<file path="src/rtl/vector_normalize_3d_defines.svh">
// Assertion macros shared by the vector normalizer RTL.
// Expects a clock named clk and a synchronous reset named rst in scope.
`ifndef VECTOR_NORMALIZE_3D_DEFINES_SVH
`define VECTOR_NORMALIZE_3D_DEFINES_SVH

// Same-cycle implication, disabled during reset.
`define VN3D_ASSERT_IMP(lbl, ante, cons, msg) \
  lbl: assert property (@(posedge clk) disable iff (rst) (ante) |-> (cons)) else $error(msg);

// Next-cycle implication, disabled during reset.
`define VN3D_ASSERT_NXT(lbl, ante, cons, msg) \
  lbl: assert property (@(posedge clk) disable iff (rst) (ante) |=> (cons)) else $error(msg);

`endif

</file>
<file path="src/rtl/vn3d_div_cell.sv">
// One restoring-division step: compares, subtracts and shifts one quotient bit in.
// No dependencies; chained by the top level.
module vn3d_div_cell #(
  parameter int W  = 32,
  parameter int QW = 29
) (
  input  logic          clk,
  input  logic          en,
  input  logic [W:0]    cur_in,
  input  logic [W-1:0]  den_in,
  input  logic [QW-1:0] q_in,
  output logic [W-1:0]  rem_out,
  output logic [W-1:0]  den_out,
  output logic [QW-1:0] q_out
);

  logic          take;
  logic [W:0]    diff;

  // Trial subtraction against the divisor.
  assign take = (cur_in >= {1'b0, den_in});
  assign diff = cur_in - {1'b0, den_in};

  // The remainder always stays below the divisor, so W bits hold it.
  always_ff @(posedge clk) begin
    if (en) begin
      rem_out <= take ? diff[W-1:0] : cur_in[W-1:0];
      den_out <= den_in;
      q_out   <= {q_in[QW-2:0], take};
    end
  end

endmodule

</file>
<file path="config.mk">
export PLATFORM = sky130hd
export DESIGN_NAME = vn3d_div_cell
export DESIGN_NICKNAME = d
export VERILOG_FILES = /design/src/rtl/vector_normalize_3d_defines.svh /design/src/rtl/vn3d_div_cell.sv
export SDC_FILE = /design/constraint.sdc
export NUM_CORES = 1
export LEC_CHECK = 0
export ABC_CLOCK_PERIOD_IN_PS = 2700
export BUFFER_PORTS_ARGS = -buffer_cell sky130_fd_sc_hd__buf_4
export CORE_MARGIN = 2
export CORE_UTILIZATION = 45
export CTS_CLUSTER_SIZE = 16
export DETAILED_ROUTE_END_ITERATION = 10
export PLACE_DENSITY = 0.74
export REMOVE_ABC_BUFFERS = 1
export SLEW_MARGIN = 15
export SYNTH_ARGS = -nofsm -noshare
export SYNTH_HDL_FRONTEND = slang
export SYNTH_SLANG_ARGS = --single-unit
</file>
<file path="constraint.sdc">
create_clock -name clk -period 2.7 [get_ports clk]
set_clock_uncertainty 0.1 [all_clocks]
set_input_delay 0 -clock clk [delete_from_list [all_inputs] [get_ports clk]]
set_output_delay 0 -clock clk [all_outputs]
set_load 0.1 [all_outputs]
</file>
; ---- After elaboration in Yosys (flattened, before gate mapping)
; Cells that the tools add are included.
[word_totals]
reg_bits = 93
word_cells = 6
out_inout_bits = 93
input_bits = 96
[classes]
magnitude_cmp = 1
n_addsub = 1
mux = 1
[ops]
columns = cell, n
row1 = $ge A33 B32 Y1, 1
row2 = $mux W32, 1
row3 = $sub A32 B32 Y32, 1

; ---- Depth between registers and ports, before layout
[depth]
ltp_word = 2
ltp_mapped = 13
ltp_nobuf = 11

; ---- Worst setup path before layout
; Ideal clock, no wire load.
[synth_timing]
path_type = input to register
from = input port den_in[23]
to = register rem_out[14], data pin
setup_slack_ns = 0.248
n_path_buf = 2
cell_stages = 11
setup_time_ns = 0.260
t_arrival_ns = 2.092
required_time_ns = 2.340
path_cell_list = inv_1 ha_1 buf_6 and3_1 o21a_1 a311oi_2 o21ai_1 or3b_1 o21a_1 buf_6 mux2_4
[synth_via]
elab_chain_len = 2
[synth_rtl]
columns = item, line_no
row1 = from (decl), vn3d_div_cell.sv:10  ; input logic [W-1:0] den_in,
row2 = $ge A33 B32 Y1, vn3d_div_cell.sv:21  ; assign take = (cur_in >= {1'b0, den_in});
row3 = $mux W32, vn3d_div_cell.sv:27  ; rem_out <= take ? diff[W-1:0] : cur_in[W-1:0];
row4 = to (signal assigned), vn3d_div_cell.sv:27
row5 = to (decl), vn3d_div_cell.sv:12  ; output logic [W-1:0] rem_out,
; Every way passes these cells.
; A chain may end at the register's enable or synchronous reset.

; ---- Worst setup path in the final report
[layout_timing]
from = input port cur_in[27]
to = register rem_out[1], data pin
[layout_via]
elab_chain_len = 2
[layout_rtl]
columns = item, line_no
row1 = from (decl), vn3d_div_cell.sv:9  ; input logic [W:0] cur_in,
row2 = $ge A33 B32 Y1, vn3d_div_cell.sv:21
row3 = $mux W32, vn3d_div_cell.sv:27
; Every way passes these cells.

==> results.yml <==
status:
  status: "finished, final reports clean"
setup_path:
  worstSetupPathType: "input pin to flip-flop"
  cpMostUsedCell: "buf_4"
  crit_required_ns: 2.68
  cpLargestDelayFamily: "buffers and inverters"
  critPathBufInv: 4
  worstPathCellList: "dlygate4sd3_1 > buf_4 > ha_1 > nand3_2 > nand2b_4 > nor4_2 > a31oi_1 > or3b_4 > o21a_4 > buf_12 > buf_4 > nor2_1 > a21oi_1"
  arrival_ns: 2.63
  path_max_fanout: 23
  max_stage_delay_ns: 0.54
  crit_path_start: "cur_in[27]"
  startpoint_type: "input pin"
  worst_setup_path_end_kind: "flip-flop"
  cpMaxStageDelayCell: "dlygate4sd3_1"
die:
  start_util: 0.4662
  io_pins: 189
  num_rows: 38
  die_h_microns: 110.7
  die-area_sq_mm: 0.01225
  die_w_microns: 110.7
  core-area_sq_mm: 0.01098
final_layout:
  synthToLayoutAreaGrowth_pct: 60.97
  post-route-util: 0.7504
  drive_above_1_share: 0.3510
  finalNetCount: 896
  fin_area_sq_mm: 0.008242
  diodes: 0
logic_synthesis:
  netlist_top_cells_area: "edfxtp_1 (55%), ha_1 (7.8%), a21oi_1 (5.3%), inv_1 (3.4%), xnor2_1 (2.7%)"
  synth_seq_cells: 93
  yosysWarnings: 0
  synth_flop_cell: "edfxtp_1"
  syn_inst: 452
  syn_avg_cell_area_sq_um: 11.33
  yosysMostFrequentCell: "edfxtp_1"
  synth_common_cells: "edfxtp_1 (93), a21oi_1 (54), inv_1 (46)"
  ys_types: 49
  syn_area_sq_mm: 0.005120
  synth_edf_count: 93
  synth-seq-area-share: 0.5455
  async_flop_share: 0
  yosysTopAreaCellShare: 0.5455
  yosys.area.top_type: "edfxtp_1"
power_and_ir_drop:
  vdd_ir_drop_max_mv: 0.4497
  p_leak_nw: 3.677
  powerDensity_mw_per_mm2: 659.7
  total_power_mw: 5.437
detailed_routing:
  drt-pass1-iter-count: 4
  wl_microns: 14920
  drtIter0Drc: 292
  via_per_inst: 5.098
  drc: 0
  wl_per_cell_microns: 16.35
  dr_total_vias: 4649
  ant_nets: 0
placement:
  post_dp_cell_area_sq_mm: 0.006934
  numPortBuffers: 187
  gp_congestion: 0.8551
  hpwlAfterDp_microns: 10300
global_route:
  grt_pass1_vias: 4818
  grt_use_met3: 0.03554
  grt.overflow.total: 0
  grt_max_degree: 50
  grt_pass1_wl_microns: 23890
  antenna_found_initial: 0
  use_met2: 0.4339
  grtUsageMet1: 0.2957
  grt-busiest-layer: "met2"
  grtUsageTotal: 0.2388
clock_network:
  cts_htree_levels: 3
  cts_root_buf: "clkbuf_16"
  cts_tree: "yes"
  clkTransAtPathRegs_ns: 0.07
  cts.sinks: 93
  cts_made_buffers: 9
  clk_path_buf_depth: 2
timing:
  fin_crit_sh: 0.9810
  slew_viol_final: 0
  clock.fmax_mhz: 377.6
  tightest_slew_ns: 0.6427
  setup_viol: 0
  maxSlewHeadroom: 0.5716
  hold_violations: 0
  period_minus_slack_ns: 2.649
hold_path:
  worst_hold_startpoint: "den_in[0]"
  hold_class: "input pin to flip-flop"
run:
  cap_viol_max_count: 0
cell type report:
cell class | count | area [sq um]
Clock buffer | 9 | 225.2
Clock inverter | 7 | 58.81
Fill cell | 689 | 2741
Inverter | 46 | 172.7
Multi-Input combinational cell | 296 | 2140
Sequential cell | 93 | 2793
Tap cell | 140 | 175.2
Timing Repair Buffer | 321 | 2678
state kept, by name, indices dropped and copies added (netlist names):
| register | cells |
|---|---|
| den_out | 32 |
| q_out | 29 |
| rem_out | 32 |
metrics by stage:
step                hold WS (ns)  std cells  setup TNS (ns)  setup WS (ns)
global route             0.03796        912        -0.02079       -0.01472
detailed placement       0.07930        803          -1.045        -0.1015
finish                   0.02540        912               0        0.05141
global placement         0.07848        803        -0.06787       -0.03789
CTS                     0.006522        910               0        0.03193
floorplan              -0.001131        435          -12.39        -0.5329
layer usage:
layer  part of all wire  vias to the layer above  routed length [microns]
met5                  0                        -                        0
met3              0.052                       14                      771
li1                   -                     2278                        -
met2               0.51                      160                     7629
met4              0.011                        0                      170
met1               0.43                     2197                     6343
worst paths after layout:
path | end | cells past startpoint
hold / removal | rem_out[0] | 3
setup / recovery | rem_out[1] | 13
logic make-up (layout without fill, tap and decap cells):
family	Yosys count	after routing	share of synthesized area
compound gates	120	120	0.1430
xor+xnor	26	26	0.04448
fa+ha+maj	33	33	0.08211
buf+inv	63	383	0.05547
flops	93	93	0.5455
mux	10	10	0.02737
simple gates	107	107	0.1022
layout by cell type, fill, tap and decap left out, types with 3 or more instances in the layout:
master	count
o31ai_1	6
xor2_1	10
clkbuf_16	9
nor2_1	37
nand2_1	23
buf_12	3
inv_1	46
a21oi_1	54
o21bai_1	5
mux2_4	8
and2_1	3
ha_1	30
nand3_1	7
o21a_1	5
buf_4	226
a211oi_1	3
edfxtp_1	93
a21o_1	8
o21ai_0	16
dlygate4sd3_1	92
nand4_1	8
xnor2_1	16
o21ai_1	5
nand2b_1	6
timing repair:
| action | in CTS | in global routing |
|---|---|---|
| endpoints found under the hold margin | 91 | 1 |
| gates resized for setup | 0 | 18 |
| setup endpoints to repair | 0 | 32 |
| setup buffers | 0 | 1 |
| hold buffers | 91 | 1 |
power by group:
| group | switching (mW) | total [mW] | internal [mW] |
|---|---|---|---|
| registers | 0.0504 | 1.84 | 1.79 |
| logic | 1.67 | 2.38 | 0.717 |
| clock network | 0.580 | 1.22 | 0.639 |
No activity file was read; power rests on OpenSTA's default activity.
