**config.mk**
```make
export PLATFORM = sky130hd
export DESIGN_NAME = vn3d_sqrt_cell
export DESIGN_NICKNAME = d
export VERILOG_FILES = /design/src/rtl/vector_normalize_3d_defines.svh /design/src/rtl/vn3d_sqrt_cell.sv
export SDC_FILE = /design/constraint.sdc
export NUM_CORES = 1
export LEC_CHECK = 0
export ABC_CLOCK_PERIOD_IN_PS = 3500
export BUFFER_PORTS_ARGS = -buffer_cell sky130_fd_sc_hd__buf_2
export CAP_MARGIN = 20
export CORE_ASPECT_RATIO = 1.75
export CORE_MARGIN = 10
export CORE_UTILIZATION = 47
export DETAILED_ROUTE_END_ITERATION = 10
export PLACE_DENSITY = 0.91
export SYNTH_ARGS = -nofsm -noshare
export SYNTH_HDL_FRONTEND = slang
export SYNTH_SLANG_ARGS = --single-unit
export TNS_END_PERCENT = 20
```
**constraint.sdc**
```tcl
create_clock -name clk -period 3.5 [get_ports clk]
set_clock_uncertainty 0.15 [all_clocks]
set_input_delay 0.525 -clock clk [delete_from_list [all_inputs] [get_ports clk]]
set_output_delay 0.525 -clock clk [all_outputs]
set_load 0.02 [all_outputs]
```
**src/rtl/vector_normalize_3d_defines.svh**
```systemverilog
// Assertion macros shared by the vector normalizer RTL.
// Expects a clock named clk and a synchronous reset named rst in scope.
`ifndef VECTOR_NORMALIZE_3D_DEFINES_SVH
`define VECTOR_NORMALIZE_3D_DEFINES_SVH

// Same-cycle implication, disabled during reset.
`define VN3D_ASSERT_IMP(lbl, ante, cons, msg) \
  lbl: assert property (@(posedge clk) disable iff (rst) (ante) |-> (cons)) else $error(msg);

// Next-cycle implication, disabled during reset.
`define VN3D_ASSERT_NXT(lbl, ante, cons, msg) \
  lbl: assert property (@(posedge clk) disable iff (rst) (ante) |=> (cons)) else $error(msg);

`endif

```
**src/rtl/vn3d_sqrt_cell.sv**
```systemverilog
// One digit of a restoring integer square root: two radicand bits in, one root bit out.
// No dependencies; chained by the top level.
module vn3d_sqrt_cell #(
  parameter int N = 16
) (
  input  logic           clk,
  input  logic           en,
  input  logic [2*N-1:0] v_in,
  input  logic [N:0]     rem_in,
  input  logic [N-1:0]   root_in,
  output logic [2*N-1:0] v_out,
  output logic [N:0]     rem_out,
  output logic [N-1:0]   root_out
);

  logic [N+2:0] cur;
  logic [N+2:0] trial;
  logic         take;
  logic [N+2:0] diff;

  // Bring down the next two radicand bits and test root*4+1.
  assign cur   = {rem_in, v_in[2*N-1 -: 2]};
  assign trial = {1'b0, root_in, 2'b01};
  assign take  = (cur >= trial);
  assign diff  = cur - trial;

  always_ff @(posedge clk) begin
    if (en) begin
      v_out    <= {v_in[2*N-3:0], 2'b00};
      rem_out  <= take ? diff[N:0] : cur[N:0];
      root_out <= {root_in[N-2:0], take};
    end
  end

endmodule

```
Word level (Yosys, flattened, before mapping)
Index checks and enable logic that the tools add are counted.
{"block": "op_classes", "addsub": 1, "n_lt_le_gt_ge": 1, "mux": 1}
{"cell": "$ge 19x18->1", "count": 1}
{"cell": "$mux 17", "count": 1}
{"cell": "$sub 17x17->17", "count": 1}
{"block": "word_totals", "register_bits": 63, "in_bits": 67, "output_inout_bits": 65, "wordCells": 6}

Logic depth before layout (Yosys ltp)
{"block": "depth", "word_depth": 2, "ltp_mapped": 9}

Least setup slack after synthesis
No wires, ideal clock.
{"block": "synth_timing", "path_type": "input to register", "startpoint": "input port root_in[8]", "endpoint": "register rem_out[10], data pin", "t_arrival_ps": 2411, "t_required_ps": 3090, "setup_slack_ps": 679, "cell_stages": 9, "cell_sequence": "inv_1 > ha_1 > a21oi_2 > o21ai_1 > a311o_1 > a21o_1 > a21boi_4 > buf_12 > mux2_4"}
{"block": "synth_between", "elab_chain_len": 2, "word_cells_on_any_way": 3, "cone_classes": "add/sub: 1; order compare: 1; mux: 1"}
{"item": "start, declared", "line_no": "vn3d_sqrt_cell.sv:10", "text": "input logic [N-1:0] root_in,"}
{"item": "$sub 17x17->17 / $ge 19x18->1 (equally long branches)", "line_no": "vn3d_sqrt_cell.sv:25, vn3d_sqrt_cell.sv:24"}
{"item": "$mux 17 (*)", "line_no": "vn3d_sqrt_cell.sv:30", "text": "rem_out <= take ? diff[N:0] : cur[N:0];"}
{"item": "end signal, assigned", "line_no": "vn3d_sqrt_cell.sv:30"}
{"item": "end, declared", "line_no": "vn3d_sqrt_cell.sv:12", "text": "output logic [N:0] rem_out,"}
Every way passes the cells marked *; elsewhere a longest branch is shown, timed or not.
A chain may end at the register's enable or synchronous reset.

Worst setup path in the final report
{"block": "layout_timing", "startpoint": "input port rem_in[11]", "endpoint": "register rem_out[10], data pin"}
{"block": "layout_between", "elab_chain_len": 2}
{"item": "start, declared", "line_no": "vn3d_sqrt_cell.sv:9", "text": "input logic [N:0] rem_in,"}
{"item": "$ge 19x18->1", "line_no": "vn3d_sqrt_cell.sv:24", "text": "assign take = (cur >= trial);"}
{"item": "$mux 17", "line_no": "vn3d_sqrt_cell.sv:30"}
No other way between the ends.

==> impl_metrics.tcl <==
set metrics [dict create \
    globalplace.congestion 0.865 \
    fin_crit_sh_pct 82.8 \
    slew_headroom_pct 48.7 \
    synth_top_cell_by_area "edfxtp_1" \
    htreeDepth 3 \
    cp_data_required_time_ps 3430 \
    synth_area_leaders "edfxtp_1, ha_1, mux2_2" \
    synth_warnings 0 \
    yosys.area.top_type_share_pct 62.2 \
    hold_violations 0 \
    first_pass_iters 4 \
    path_class "input pin to flop" \
    max_stage_delay_ps 370 \
    status "complete, no violations" \
    cts_hold_buffers 0 \
    nets 441 \
    first_global_vias 2364 \
    worst-path-buf-inv 2 \
    synth_most_common_cell "edfxtp_1" \
    cts.root.buffer_cell "clkbuf_8" \
    drc 0 \
    crit_chain "buf_2 -> ha_1 -> a21oi_1 -> a21oi_1 -> a311o_1 -> a21o_1 -> a21boi_4 -> buf_4 -> mux2_4" \
    vdd_ir_drop_max_mv 0.225 \
    drive_above_1_share_pct 45.3 \
    detail-route-antenna-nets 0 \
    synth-edff-count 63 \
    clockBufferDepth 2 \
    wl_per_cell_um 17.3 \
    worst_path_dominant_cell_family "compound AO/OA/AOI/OAI gates" \
    initial_core_util_pct 48.8 \
    fin_area_mm2 0.00396 \
    overflow 0 \
    cpMostUsedCell "a21oi_1" \
    netlist_top_cells_count "edfxtp_1, inv_1, ha_1, a21oi_1, nor2_1" \
    via_per_inst 5.13 \
    syn_avg_cell_area_um2 14.2 \
    fin_setup_tns_ps 0 \
    synth.distinct_cells 41 \
    setup_violations 0 \
    grt_max_degree 64 \
    synth_top_flop_cell "edfxtp_1" \
    power.leakage_nw 1.80 \
    die_y_um 126 \
    multi_input_area_mm2 0.00104 \
    maxCapViolCount 0 \
    p_per_area_mw_per_mm2 498 \
    min_period_ps 2900 \
    detail_route.iter0.violations 92 \
    dpl.cell_count 425 \
    cp-start-kind "input pin" \
    regArea_mm2 0.00189 \
    crit_arrival_ps 2820 \
    cts_resized 0 \
    synth_async_sr_flop_share_pct 0 \
    clk_pin_slew_ps 70 \
    crit_path_top_delay_cell "a21boi_4" \
    detail_route.wirelength_um 7630 \
    drv_slew 0 \
    syn_area_mm2 0.00304 \
    post_cts_buffers 0 \
    hpwlAfterDp_um 6160 \
    syn_to_final_growth_pct 30.3 \
    placed_area_mm2 0.00378 \
    hp-class "input pin to flop" \
    fillCellCount 472 \
    die_x_um 80.8 \
    dieArea_mm2 0.0102 \
    cts_tree "built" \
    yosysSeqAreaShare_pct 62.2 \
    ys_ff_latch 63 \
    min_path_cells 1 \
    io_pins 132 \
    syn_inst 214 \
    final_core_util_pct 63.6 \
    cts_buffers 9 \
    cts.sink_count 63 \
    diodes 0 \
    antenna_found_initial 0 \
    grt_first_pass_wirelength_um 11500 \
    critPathLaunch "rem_in[11]" \
    critPathMaxFanout 10 \
    via_count 2259 \
    tightest_slew_ps 769 \
    core_mm2 0.00623 \
    rows 38 \
    whs_ps 214 \
    cp.depth 9 \
    rsz0062_at_grt "no" \
    hold_start "v_in[27]" \
    fmax_mhz 345 \
    grt_use_total_pct 14.6 \
    port_buffers 129 \
    fin_cells 440 \
    crit_path_end_kind "flop" \
]
[cell usage in the layout, fill, tap and decap left out, types with 3 or more instances in the layout]
master / netlist / final
a211oi_1: 3 / 3
a21o_1: 4 / 4
a21oi_1: 14 / 14
buf_2: 0 / 129
buf_4: 2 / 4
clkbuf_8: 0 / 9
edfxtp_1: 63 / 63
ha_1: 18 / 18
inv_1: 21 / 21
mux2_2: 9 / 9
mux2_4: 6 / 6
nand2_1: 6 / 6
nor2_1: 10 / 10
o21ai_0: 7 / 7
or3_1: 3 / 3
xnor2_1: 8 / 8
xor2_1: 6 / 6
[final cells by class]
type	count	share of cell area [%]
Clock buffer	10	3.22
Clock inverter	5	1.26
Inverter	21	1.99
Multi-Input combinational cell	128	26.2
Sequential cell	63	47.7
Tap cell	80	2.53
Timing Repair Buffer	133	17.1
[where the power goes]
group / internal, mW / switching [mW] / leakage [nW]
clock: 0.319 / 0.258 / 0.0872
combinational: 0.189 / 0.270 / 1.10
sequential: 0.922 / 0.0153 / 0.617
[flip-flops by register name, summed over array words and instances (netlist names)]
register	flops
rem_out	17
root_out	16
v_out	30
[stage by stage]
step | setup slack (ps) | total power, mW
after global placement | 413 | 1.40
final | 603 | 1.97
after CTS | 639 | 1.99
after detailed placement | 279 | 1.42
after global routing | 504 | 2.07
after floorplan | 679 | 1.25
[metal layers]
layer	global-route usage (%)	routed length, um
met4	7.16	196
met3	6.22	841
met5	0	0
met2	26.2	4030
met1	13.5	2560
[worst paths after layout]
path | slack [ps] | to
setup / recovery | 600 | rem_out[10]
hold / removal | 210 | v_out[29]
[logic make-up (layout without fill, tap and decap cells)]
| logic type | Yosys count | in the layout | synth area share (%) |
|---|---|---|---|
| AOI/OAI and AO/OA | 46 | 46 | 10.4 |
| other | 1 | 2 | 0.123 |
| and+or+nand+nor | 31 | 31 | 5.10 |
| adders and majority gates | 18 | 18 | 7.41 |
| xor gates and xnor gates | 14 | 14 | 4.03 |
| DFF | 63 | 63 | 62.2 |
| buffers and inverters | 24 | 169 | 3.74 |
| muxes | 17 | 17 | 6.95 |
No activity file was read; power rests on OpenSTA's default activity.
