--- src/rtl/vector_normalize_3d_defines.svh ---
// Assertion macros shared by the vector normalizer RTL.
// Expects a clock named clk and a synchronous reset named rst in scope.
`ifndef VECTOR_NORMALIZE_3D_DEFINES_SVH
`define VECTOR_NORMALIZE_3D_DEFINES_SVH

// Same-cycle implication, disabled during reset.
`define VN3D_ASSERT_IMP(lbl, ante, cons, msg) \
  lbl: assert property (@(posedge clk) disable iff (rst) (ante) |-> (cons)) else $error(msg);

// Next-cycle implication, disabled during reset.
`define VN3D_ASSERT_NXT(lbl, ante, cons, msg) \
  lbl: assert property (@(posedge clk) disable iff (rst) (ante) |=> (cons)) else $error(msg);

`endif

--- src/rtl/vn3d_delay.sv ---
// Enabled shift line that carries side data alongside the arithmetic chains.
// No dependencies.
module vn3d_delay #(
  parameter int W     = 8,
  parameter int DEPTH = 4
) (
  input  logic         clk,
  input  logic         en,
  input  logic [W-1:0] d,
  output logic [W-1:0] q
);

  logic [W-1:0] taps [DEPTH];

  // Each tap takes its neighbor's word whenever the pipeline moves.
  always_ff @(posedge clk) begin
    if (en) begin
      taps[0] <= d;
      for (int i = 1; i < DEPTH; i++) begin
        taps[i] <= taps[i-1];
      end
    end
  end

  assign q = taps[DEPTH-1];

endmodule

--- config.mk ---
export PLATFORM = sky130hd
export DESIGN_NAME = vn3d_delay
export DESIGN_NICKNAME = d
export VERILOG_FILES = /design/src/rtl/vector_normalize_3d_defines.svh /design/src/rtl/vn3d_delay.sv
export SDC_FILE = /design/constraint.sdc
export NUM_CORES = 1
export LEC_CHECK = 0
export BUFFER_PORTS_ARGS = -buffer_cell sky130_fd_sc_hd__buf_2
export CAP_MARGIN = 15
export CORE_UTILIZATION = 45
export DETAILED_ROUTE_END_ITERATION = 12
export GPL_TIMING_DRIVEN = 0
export PLACE_DENSITY = 0.7
export SLEW_MARGIN = 20
export SYNTH_ARGS = -nofsm -noshare
export SYNTH_HDL_FRONTEND = slang
export SYNTH_SLANG_ARGS = --single-unit
--- constraint.sdc ---
create_clock -name clk -period 1.6 [get_ports clk]
set_input_delay 0.08 -clock clk [delete_from_list [all_inputs] [get_ports clk]]
set_output_delay 0.08 -clock clk [all_outputs]
set_load 0.03 [all_outputs]
=== After elaboration in Yosys (flattened, before gate mapping) ===
Memories as Yosys holds them, arrays and structs flattened.
Index checks and enable logic that the tools add are counted.

* Bits of input ports: 10
* Register bits: 0
* RAM bits: 32
* Memories kept: 1
* Output and inout port bits: 8
* Word-level logic and storage cells: 3

* Mux-type cells: 2

{| class="wikitable"
|+ Memory list
! name !! depth !! width !! rd ports !! clocked after memory_dff !! wr ports !! RTL line !! text
|-
| taps || 4 || 8 || 4 || 0 || 4 || vn3d_delay.sv:13 || <nowiki>logic [W-1:0] taps [DEPTH];</nowiki>
|}

{| class="wikitable"
|+ Operator list
! cell !! number
|-
| $mux W1 || 2
|}

=== Depth between registers and ports, before layout ===
Gate-level depths: netlist (run 1).

* Depth in word-level cells: 2
* Mapped depth: 0
* Depth with buffers taken out: 0

=== Worst setup path before layout (run 1) ===
OpenSTA, ideal clock, no wires.

* Path type: register -> register
* From: mem taps[0][0]
* To: mem taps[1][0] (data pin)
* Required time: 1.334 ns
* Stages on the path, launching flop included: 1
* Arrival: 0.323 ns
* Library setup time: 0.266 ns
* Slack: 1.011 ns
* Buffers on the path: 0
* Period minus slack after synthesis: 0.589 ns
* Cells stage by stage: edfxtp_1

{| class="wikitable"
|+ RTL lines
! item !! RTL line
|-
| start: declaration || vn3d_delay.sv:13
|}

==> results of run 1 <==
## cell type report
type	count	area, um^2	area share
clock buffers	7	45.0	0.0373
repair buffers	25	165	0.137
flip-flops and latches	32	961	0.795
clock inverters	1	3.75	0.00311
well taps	27	33.8	0.0280
## cell families after synthesis
logic type / count (synthesis)
flip-flops: 32
## cell usage after synthesis, drive strengths merged
cell    instances
edfxtp         32
## power by group
group          internal [mW]  total, mW  switching (mW)
logic                 0.0277     0.0726          0.0448
clock network          0.169      0.401           0.232
registers              0.986      0.997          0.0111
## stage by stage
| stage | utilization | cell area, um^2 |
|---|---|---|
| 3_3_place_gp | 0.545 | 1080 |
| 2_1_floorplan | - | 961 |
| 6_report | 0.610 | 1210 |
| 4_1_cts | 0.610 | 1210 |
| 5_1_grt | 0.610 | 1210 |
| 3_5_place_dp | 0.545 | 1080 |
## path summary, 6_finish.rpt
check                   from         end  slack (ps)  depth (start not counted)
setup reg to reg  taps[0][5]  taps[1][5]         970                          0
hold / removal            en  taps[1][5]         330                          1
hold reg to reg   taps[0][0]  taps[1][0]         420                          0
setup / recovery  taps[3][7]        q[7]         670                          1
## metal layers
metal,wire (um),global-route usage
met5,0,0
met4,10,0.100
met3,91,0.0667
met2,485,0.128
met1,357,0.0812
## what timing repair did
item | CTS | global route
resized for setup | 0 | 0
hold buffers | 8 | 0
hold endpoints to repair | 8 | 0
==> reports/qor.csv, run 1 <==
stage,metric,value,unit
drt,drc,0,
synthesis,synth-xor-area-share,0,
drt,ant_nets,0,
layout,layout_common_cells,"edfxtp_1 (32), buf_2 (17), dlygate4sd3_1 (8), clkbuf_4 (5), clkbuf_1 (2)",
synthesis,yosys_warnings,0,
clocking,insertion_delay,310,ps
synthesis,seq_area_frac_synth,1.00,
die,start_util,0.485,
die,die_h,48.2,um
place,dp_cells,76,
layout,multi_input_area,0,um^2
worst_setup_path,path_buf_inv,1,
clocking,cts_sinks,32,
layout,nets,74,
global_route,grt_antenna_before_repair,0,
clocking,postCtsSetupRepairBufs,0,
layout,nFillCells,155,
min_path,hold_class,input port to flop,
timing,finClkSkew,3.32,ps
drt,drt_iter0_drc,18,
layout,layout-drive-gt1-share,0.338,
synthesis,synth-compound-area-share,0,
worst_setup_path,start_kind,flop,
timing,rsz0062_at_grt,no,
die,die_w,48.2,um
drt,routed_wl,945,um
layout,area_delta_synth_final,25.8,%
worst_setup_path,cp_max_fo,1,
die,ios,18,
synthesis,synth_largest_area_cell,edfxtp_1,
synthesis,synth_cells,32,
drt,vias,392,
power,totalPowerFinal,1.47,mW
clocking,clock_path_buffers,2,
drt,wl_per_cell,10.3,um
worst_setup_path,critPathRequiredTime,1520,ps
timing,drv_slew,0,
timing,timing.slew.headroom,0.571,
synthesis,yosys.area_share.simple,0,
worst_setup_path,path_cells,buf_2,
timing,setup_slack,667,ps
synthesis,synth_cell_types,1,
place,port_buffers,17,
drt,first_pass_iters,2,
layout,final_cell_count_no_fill,92,
worst_setup_path,worstSetupPathType,flop to output pin,
worst_setup_path,cp.arrival,850,ps
clocking,cts_buffers,5,
timing,period_minus_slack,933,ps
run_status,outcome,finished clean,
worst_setup_path,endpoint_kind,output pin,
synthesis,synthTopCellsByArea,edfxtp_1 (100%),
global_route,grt_max_degree,33,
place,gp_congestion,0.540,
layout,regMostFlops,taps,
clocking,cts_htree_levels,2,
global_route,grt_pass1_vias,295,
global_route,grt_pass1_wl,1200,um
clocking,clk_pin_slew,90,ps
layout,multi_input_comb_cells,0,
clocking,cts_tree,yes,
worst_setup_path,cp_slowest_cell,edfxtp_1,
timing,post-route-period-util,0.583,
worst_setup_path,cpPeakStageDelay,360,ps
power,power_density,1220,nW/um^2
worst_setup_path,path_delay_family,flip-flops,
timing,holdWs,330,ps
synthesis,synth-adder-area-share,0,
synthesis,synth_mux_area_frac,0,
global_route,grt_use_total,0.0922,
synthesis,avgSynthCellArea,30.0,um^2
drt,viasPerCell,4.26,
timing,fmax,1.07,GHz
power,ir_worst_vdd,0.000670,V
timing,hold_viol_final,0,
die,rows,16,
synthesis,synth.top_cell.area_share,1.00,
place,dp_slack,607,ps
synthesis,ys_ff_latch,32,
layout,largest_register_ffs,32,
timing,finalSetupTns,0,ps
synthesis,syn-cell-area,961,um^2
synthesis,syn_nets,42,
layout,final_common_cell,edfxtp_1,
die,core,1980,um^2
die,die_area,2320,um^2
global_route,grt_overflow,0,
flow_run,drv_cap,0,
layout,top_regs,taps (32),
power,power_leakage,0.440,nW
layout,diodes,0,
timing,setup_viol,0,
clocking,cts_root_buffer,clkbuf_4,
timing,tightest_slew,644,ps
No activity file was read; power rests on OpenSTA's default activity.
==> inputs of run 2 (changes only) <==
--- a/config.mk
+++ b/config.mk
@@ -5,6 +5,7 @@
 export SDC_FILE = /design/constraint.sdc
 export NUM_CORES = 1
 export LEC_CHECK = 0
+export ABC_AREA = 1
 export BUFFER_PORTS_ARGS = -buffer_cell sky130_fd_sc_hd__buf_2
 export CAP_MARGIN = 15
 export CORE_UTILIZATION = 45
==> constraint.sdc (replaced) <==
create_clock -name clk -period 0.9 [get_ports clk]
set_input_delay 0.045 -clock clk [delete_from_list [all_inputs] [get_ports clk]]
set_output_delay 0.045 -clock clk [all_outputs]
set_load 0.03 [all_outputs]
==> run 2 against run 1 <==
Against the previous run: die area unchanged; clock skew unchanged; largest power group unchanged; flip-flop and latch count unchanged; routed wire length increased by 1.5%; worst hold slack got worse by 35 ps; count of clock-buffer cells in the layout unchanged; design area increased by 4.1%.
==> reports/qor.csv, run 2 (synthesis gave the netlist of run 1 again) <==
stage,metric,value,unit,change
worst_setup_path,path_cells,buf_6,,
min_path,hold_class,input port to flop,,
place,port_buffers,17,,unchanged
global_route,grt_overflow,0,,unchanged
layout,area_delta_synth_final,31.0,%,
timing,period_minus_slack,894,ps,
power,totalPowerFinal,2.64,mW,+80%
layout,final_cell_count_no_fill,92,,unchanged
power,ir_worst_vdd,0.00119,V,+78%
timing,post-route-period-util,0.994,,
die,ios,18,,unchanged
clocking,cts_htree_levels,2,,unchanged
die,start_util,0.485,,unchanged
layout,fin_area,1260,um^2,+4.1%
global_route,grt_use_total,0.0946,,+0.00241
clocking,cts_sinks,32,,unchanged
clocking,clock_path_buffers,2,,unchanged
layout,multi_input_comb_cells,0,,unchanged
worst_setup_path,cp_max_fo,1,,unchanged
clocking,cts_root_buffer,clkbuf_4,,
worst_setup_path,cp_slowest_cell,edfxtp_1,,
global_route,grt_pass1_wl,1240,um,+3.5%
drt,first_pass_iters,2,,unchanged
drt,routed_wl,959,um,+1.5%
worst_setup_path,cp.arrival,850,ps,about the same
drt,ant_nets,0,,unchanged
timing,timing.slew.headroom,0.571,,unchanged
clocking,cts_buffers,5,,unchanged
layout,top_regs,taps (32),,
power,power_leakage,0.457,nW,+3.8%
worst_setup_path,critPathRequiredTime,850,ps,-670 ps
global_route,grt_pass1_vias,307,,+4.1%
power,power_density,2100,nW/um^2,+73%
layout,multi_input_area,0,um^2,unchanged
clocking,cts_tree,yes,,
timing,tightest_slew,644,ps,unchanged
die,rows,16,,unchanged
clocking,clk_pin_slew,90,ps,about the same
die,core,1980,um^2,unchanged
place,placed_area,1080,um^2,unchanged
place,dp_cells,76,,unchanged
drt,vias,392,,unchanged
clocking,insertion_delay,310,ps,about the same
drt,viasPerCell,4.26,,unchanged
layout,regMostFlops,taps,,
layout,layout_common_cells,"edfxtp_1 (32), buf_2 (9), dlygate4sd3_1 (8), buf_6 (8), clkbuf_4 (5)",,
drt,drt_iter0_drc,18,,unchanged
global_route,grt_antenna_before_repair,0,,unchanged
worst_setup_path,start_kind,flop,,
die,die_h,48.2,um,unchanged
drt,drc,0,,unchanged
timing,drv_slew,0,,unchanged
layout,largest_register_ffs,32,,unchanged
layout,layout-drive-gt1-share,0.338,,unchanged
worst_setup_path,path_delay_family,flip-flops,,
global_route,grt_max_degree,33,,unchanged
die,die_area,2320,um^2,unchanged
layout,diodes,0,,unchanged
worst_setup_path,cpPeakStageDelay,390,ps,+30 ps
timing,rsz0062_at_grt,yes,,
layout,final_common_cell,edfxtp_1,,
worst_setup_path,endpoint_kind,output pin,,
run_status,outcome,finished clean,,
timing,finalSetupTns,0,ps,unchanged
drt,wl_per_cell,10.4,um,+1.5%
worst_setup_path,worstSetupPathType,flop to output pin,,
timing,hold_viol_final,0,,unchanged
layout,nets,74,,unchanged
place,gp_congestion,0.540,,unchanged
flow_run,drv_cap,0,,unchanged
die,die_w,48.2,um,unchanged
worst_setup_path,path_buf_inv,1,,unchanged
timing,setup_viol,0,,unchanged
timing,fmax,1.12,GHz,
timing,finClkSkew,3.32,ps,unchanged
run 2: routing by layer:
layer,routed length [um],part of all wire,GRT usage,vias to the layer above
met5,0,0,0,-
met4,10,0.010,0.100,0
met3,78,0.081,0.0667,2
met2,509,0.53,0.136,24
met1,360,0.38,0.0812,172
li1,-,-,-,194
run 2: path summary, 6_finish.rpt:
check,slack (ps),start,endpoint,depth (start not counted)
worst max-delay path,6,taps[3][6],q[6],1
worst min-delay path,300,en,taps[1][5],1
worst max register to register,270,taps[0][5],taps[1][5],0
worst min register to register,420,taps[0][0],taps[1][0],0
run 2: through the flow:
step	hold WS, ps	util	setup WS [ps]
finish	295	0.635	5.77
global route	316	0.635	-55.0
CTS	296	0.635	-19.8
detailed placement	223	0.545	-57.6
global placement	221	0.545	-22.9
floorplan	144	-	311
run 2: layout make-up:
type	count	area [um^2]
Sequential cell	32	961
Timing Repair Buffer	25	215
Clock inverter	1	3.75
Tap cell	27	33.8
Fill cell	138	723
Clock buffer	7	45.0
run 2: report_power, final:
group | leakage [nW] | switching, mW | internal (mW)
clock network | 0.0269 | 0.412 | 0.300
registers | 0.313 | 0.0244 | 1.75
logic | 0.117 | 0.0799 | 0.0723
run 2: repair_timing:
action,CTS,global route
endpoints found under the setup margin,8,8
hold buffers,8,0
endpoints found under the hold margin,8,0
setup buffers,0,0
resized for setup,16,0
==> inputs of run 3 (changes only) <==
--- a/config.mk
+++ b/config.mk
@@ -11,7 +11,7 @@
 export CORE_UTILIZATION = 45
 export DETAILED_ROUTE_END_ITERATION = 12
 export GPL_TIMING_DRIVEN = 0
-export PLACE_DENSITY = 0.7
+export PLACE_DENSITY = 0.72
 export SLEW_MARGIN = 20
 export SYNTH_ARGS = -nofsm -noshare
 export SYNTH_HDL_FRONTEND = slang
==> constraint.sdc (replaced) <==
create_clock -name clk -period 0.8 [get_ports clk]
set_input_delay 0.04 -clock clk [delete_from_list [all_inputs] [get_ports clk]]
set_output_delay 0.04 -clock clk [all_outputs]
set_load 0.03 [all_outputs]
==> run 3 against run 2 <==
Against the previous run: the flow now finishes with violations (setup timing); die area is the same; sequential share of layout area is 0.69 points higher; cell count shrank 3.3%; combinational power increased by 13%; count of clock-buffer cells in the layout is 2 lower; register-to-register slack lost 100 ps; first-iteration DRC count down 50%; core utilization down 0.57 points; critical path type unchanged.
==> reports/qor.csv, run 3 (synthesis gave the netlist of run 1 again) <==
stage,metric,value,unit,change
layout,largest_register_ffs,32,,unchanged
worst_setup_path,r2r-end,taps[2][4],,
worst_setup_path,path_cells,buf_6,,
place,gp_congestion,0.542,,+0.35%
worst_setup_path,path_delay_family,flip-flops,,
layout,multi_input_comb_cells,0,,unchanged
drt,wl_per_cell,10.5,um,+0.89%
layout,multi_input_area,0,um^2,unchanged
timing,setup_viol,8,,+8
die,die_h,48.2,um,unchanged
timing,drv_slew,0,,unchanged
layout,area_delta_synth_final,29.8,%,
power,power_density,2310,nW/um^2,+10%
timing,setup_slack,-86.4,ps,-92.2 ps
place,placed_area,1080,um^2,unchanged
global_route,grt_max_degree,33,,unchanged
worst_setup_path,critPathRequiredTime,760,ps,-90 ps
clocking,cts_root_buffer,clkbuf_4,,
die,die_w,48.2,um,unchanged
clocking,clock_path_buffers,2,,unchanged
layout,postLayoutCoreUtil,0.629,,-0.00568
clocking,insertion_delay,300,ps,about the same
layout,regMostFlops,taps,,
power,power_leakage,0.453,nW,-0.86%
layout,top_regs,taps (32),,
drt,routed_wl,936,um,-2.4%
drt,drt_iter0_drc,9,,-9
layout,diodes,0,,unchanged
worst_setup_path,worstSetupPathType,flop to output pin,,
worst_setup_path,endpoint_kind,output pin,,
layout,fin_area,1250,um^2,-0.89%
worst_setup_path,cp.arrival,850,ps,about the same
drt,viasPerCell,4.30,,+1.0%
worst_setup_path,cpPeakStageDelay,390,ps,about the same
worst_setup_path,r2r_cells,0,,unchanged
worst_setup_path,cp_slowest_cell,edfxtp_1,,
layout,nets,74,,unchanged
drt,drc,0,,unchanged
clocking,clk_pin_slew,80,ps,about the same
clocking,cts_sinks,32,,unchanged
timing,finClkSkew,4.73,ps,+1.41 ps
worst_setup_path,rrSetupSlack,170,ps,-100 ps
worst_setup_path,crit_path_start,taps[3][7],,
timing,period_minus_slack,886,ps,
flow_run,drv_cap,0,,unchanged
drt,first_pass_iters,2,,unchanged
timing,rsz0062_at_grt,yes,,
timing,fmax,1.13,GHz,
layout,layout_common_cells,"edfxtp_1 (32), buf_2 (9), dlygate4sd3_1 (8), buf_6 (8), clkbuf_4 (5)",,
run_status,failed_checks,setup timing,,
drt,ant_nets,0,,unchanged
worst_setup_path,reg2reg_from,taps[1][4],,
clocking,cts_htree_levels,2,,unchanged
die,start_util,0.485,,unchanged
place,port_buffers,17,,unchanged
global_route,grt_overflow,0,,unchanged
clocking,cts_buffers,5,,unchanged
min_path,hold_depth,1,,unchanged
min_path,hold_class,input port to flop,,
timing,tightest_slew,657,ps,+13.4 ps
timing,hold_viol_final,0,,unchanged
power,ir_worst_vdd,0.00139,V,+17%
die,die_area,2320,um^2,unchanged
min_path,holdPathEnd,taps[0][4],,
timing,timing.slew.headroom,0.562,,-0.00891
die,rows,16,,unchanged
global_route,grt_pass1_vias,337,,+9.8%
die,ios,18,,unchanged
timing,post-route-period-util,1.11,,
global_route,grt_use_total,0.101,,+0.00641
die,core,1980,um^2,unchanged
worst_setup_path,start_kind,flop,,
min_path,hp-start,en,,
global_route,grt_pass1_wl,1320,um,+6.0%
drt,vias,383,,-2.3%
layout,final_common_cell,edfxtp_1,,
layout,layout-drive-gt1-share,0.355,,+0.0164
clocking,cts_tree,yes,,
worst_setup_path,path_buf_inv,1,,unchanged
clocking,postCtsSetupRepairBufs,0,,unchanged
run_status,outcome,finished with violations,,
worst_setup_path,cp_max_fo,1,,unchanged
global_route,grt_antenna_before_repair,0,,unchanged
timing,finalSetupTns,-573,ps,-573 ps
run 3: cell count changes in the layout (fill, tap and decap cells not counted), sizes merged:
cell / change
clkbuf: -2
clkinv: -1
run 3: per-layer routing:
layer  part of all wire  track usage  up-vias
met5                  0            0        -
met4             0.0096       0.0833        0
met3              0.092       0.0778        2
met2               0.49        0.147       23
met1               0.41       0.0918      166
li1                   -            -      192
run 3: layout make-up:
cell class | instances | area, um^2
Sequential cell | 32 | 961
Fill cell | 139 | 734
Timing Repair Buffer | 25 | 215
Clock buffer | 5 | 37.5
Tap cell | 27 | 33.8
run 3: worst max-delay path by stage:
stage / end / slack [ps] / depth (start not counted)
2_1_floorplan: taps[1][0] / 210 / 0
3_3_place_gp: taps[3][3] / -120 / 1
3_5_place_dp: taps[3][1] / -150 / 1
4_1_cts: q[2] / -90 / 1
5_1_grt: q[7] / -140 / 1
6_report: q[7] / -90 / 1
run 3: metrics by stage:
step	cells	setup WS [ps]	total power, mW	hold slack, ps
after floorplan	32	211	2.08	139
after global placement	76	-117	2.14	216
after detailed placement	76	-151	2.15	218
after CTS	89	-93.2	2.92	297
after global routing	89	-144	3.01	319
final	89	-86.4	2.89	304
run 3: repair_timing:
item | in CTS | in global routing
hold endpoints to repair | 8 | 0
hold buffers | 8 | 0
pin swaps | 0 | 0
gates resized for setup | 16 | 0
endpoints found under the setup margin | 8 | 8
run 3: where the power goes:
| group | total (mW) | switching, mW | internal (mW) |
|---|---|---|---|
| Sequential | 2.00 | 0.0273 | 1.97 |
| Combinational | 0.172 | 0.0906 | 0.0814 |
| Clock | 0.714 | 0.421 | 0.293 |
| Total | 2.89 | 0.539 | 2.35 |
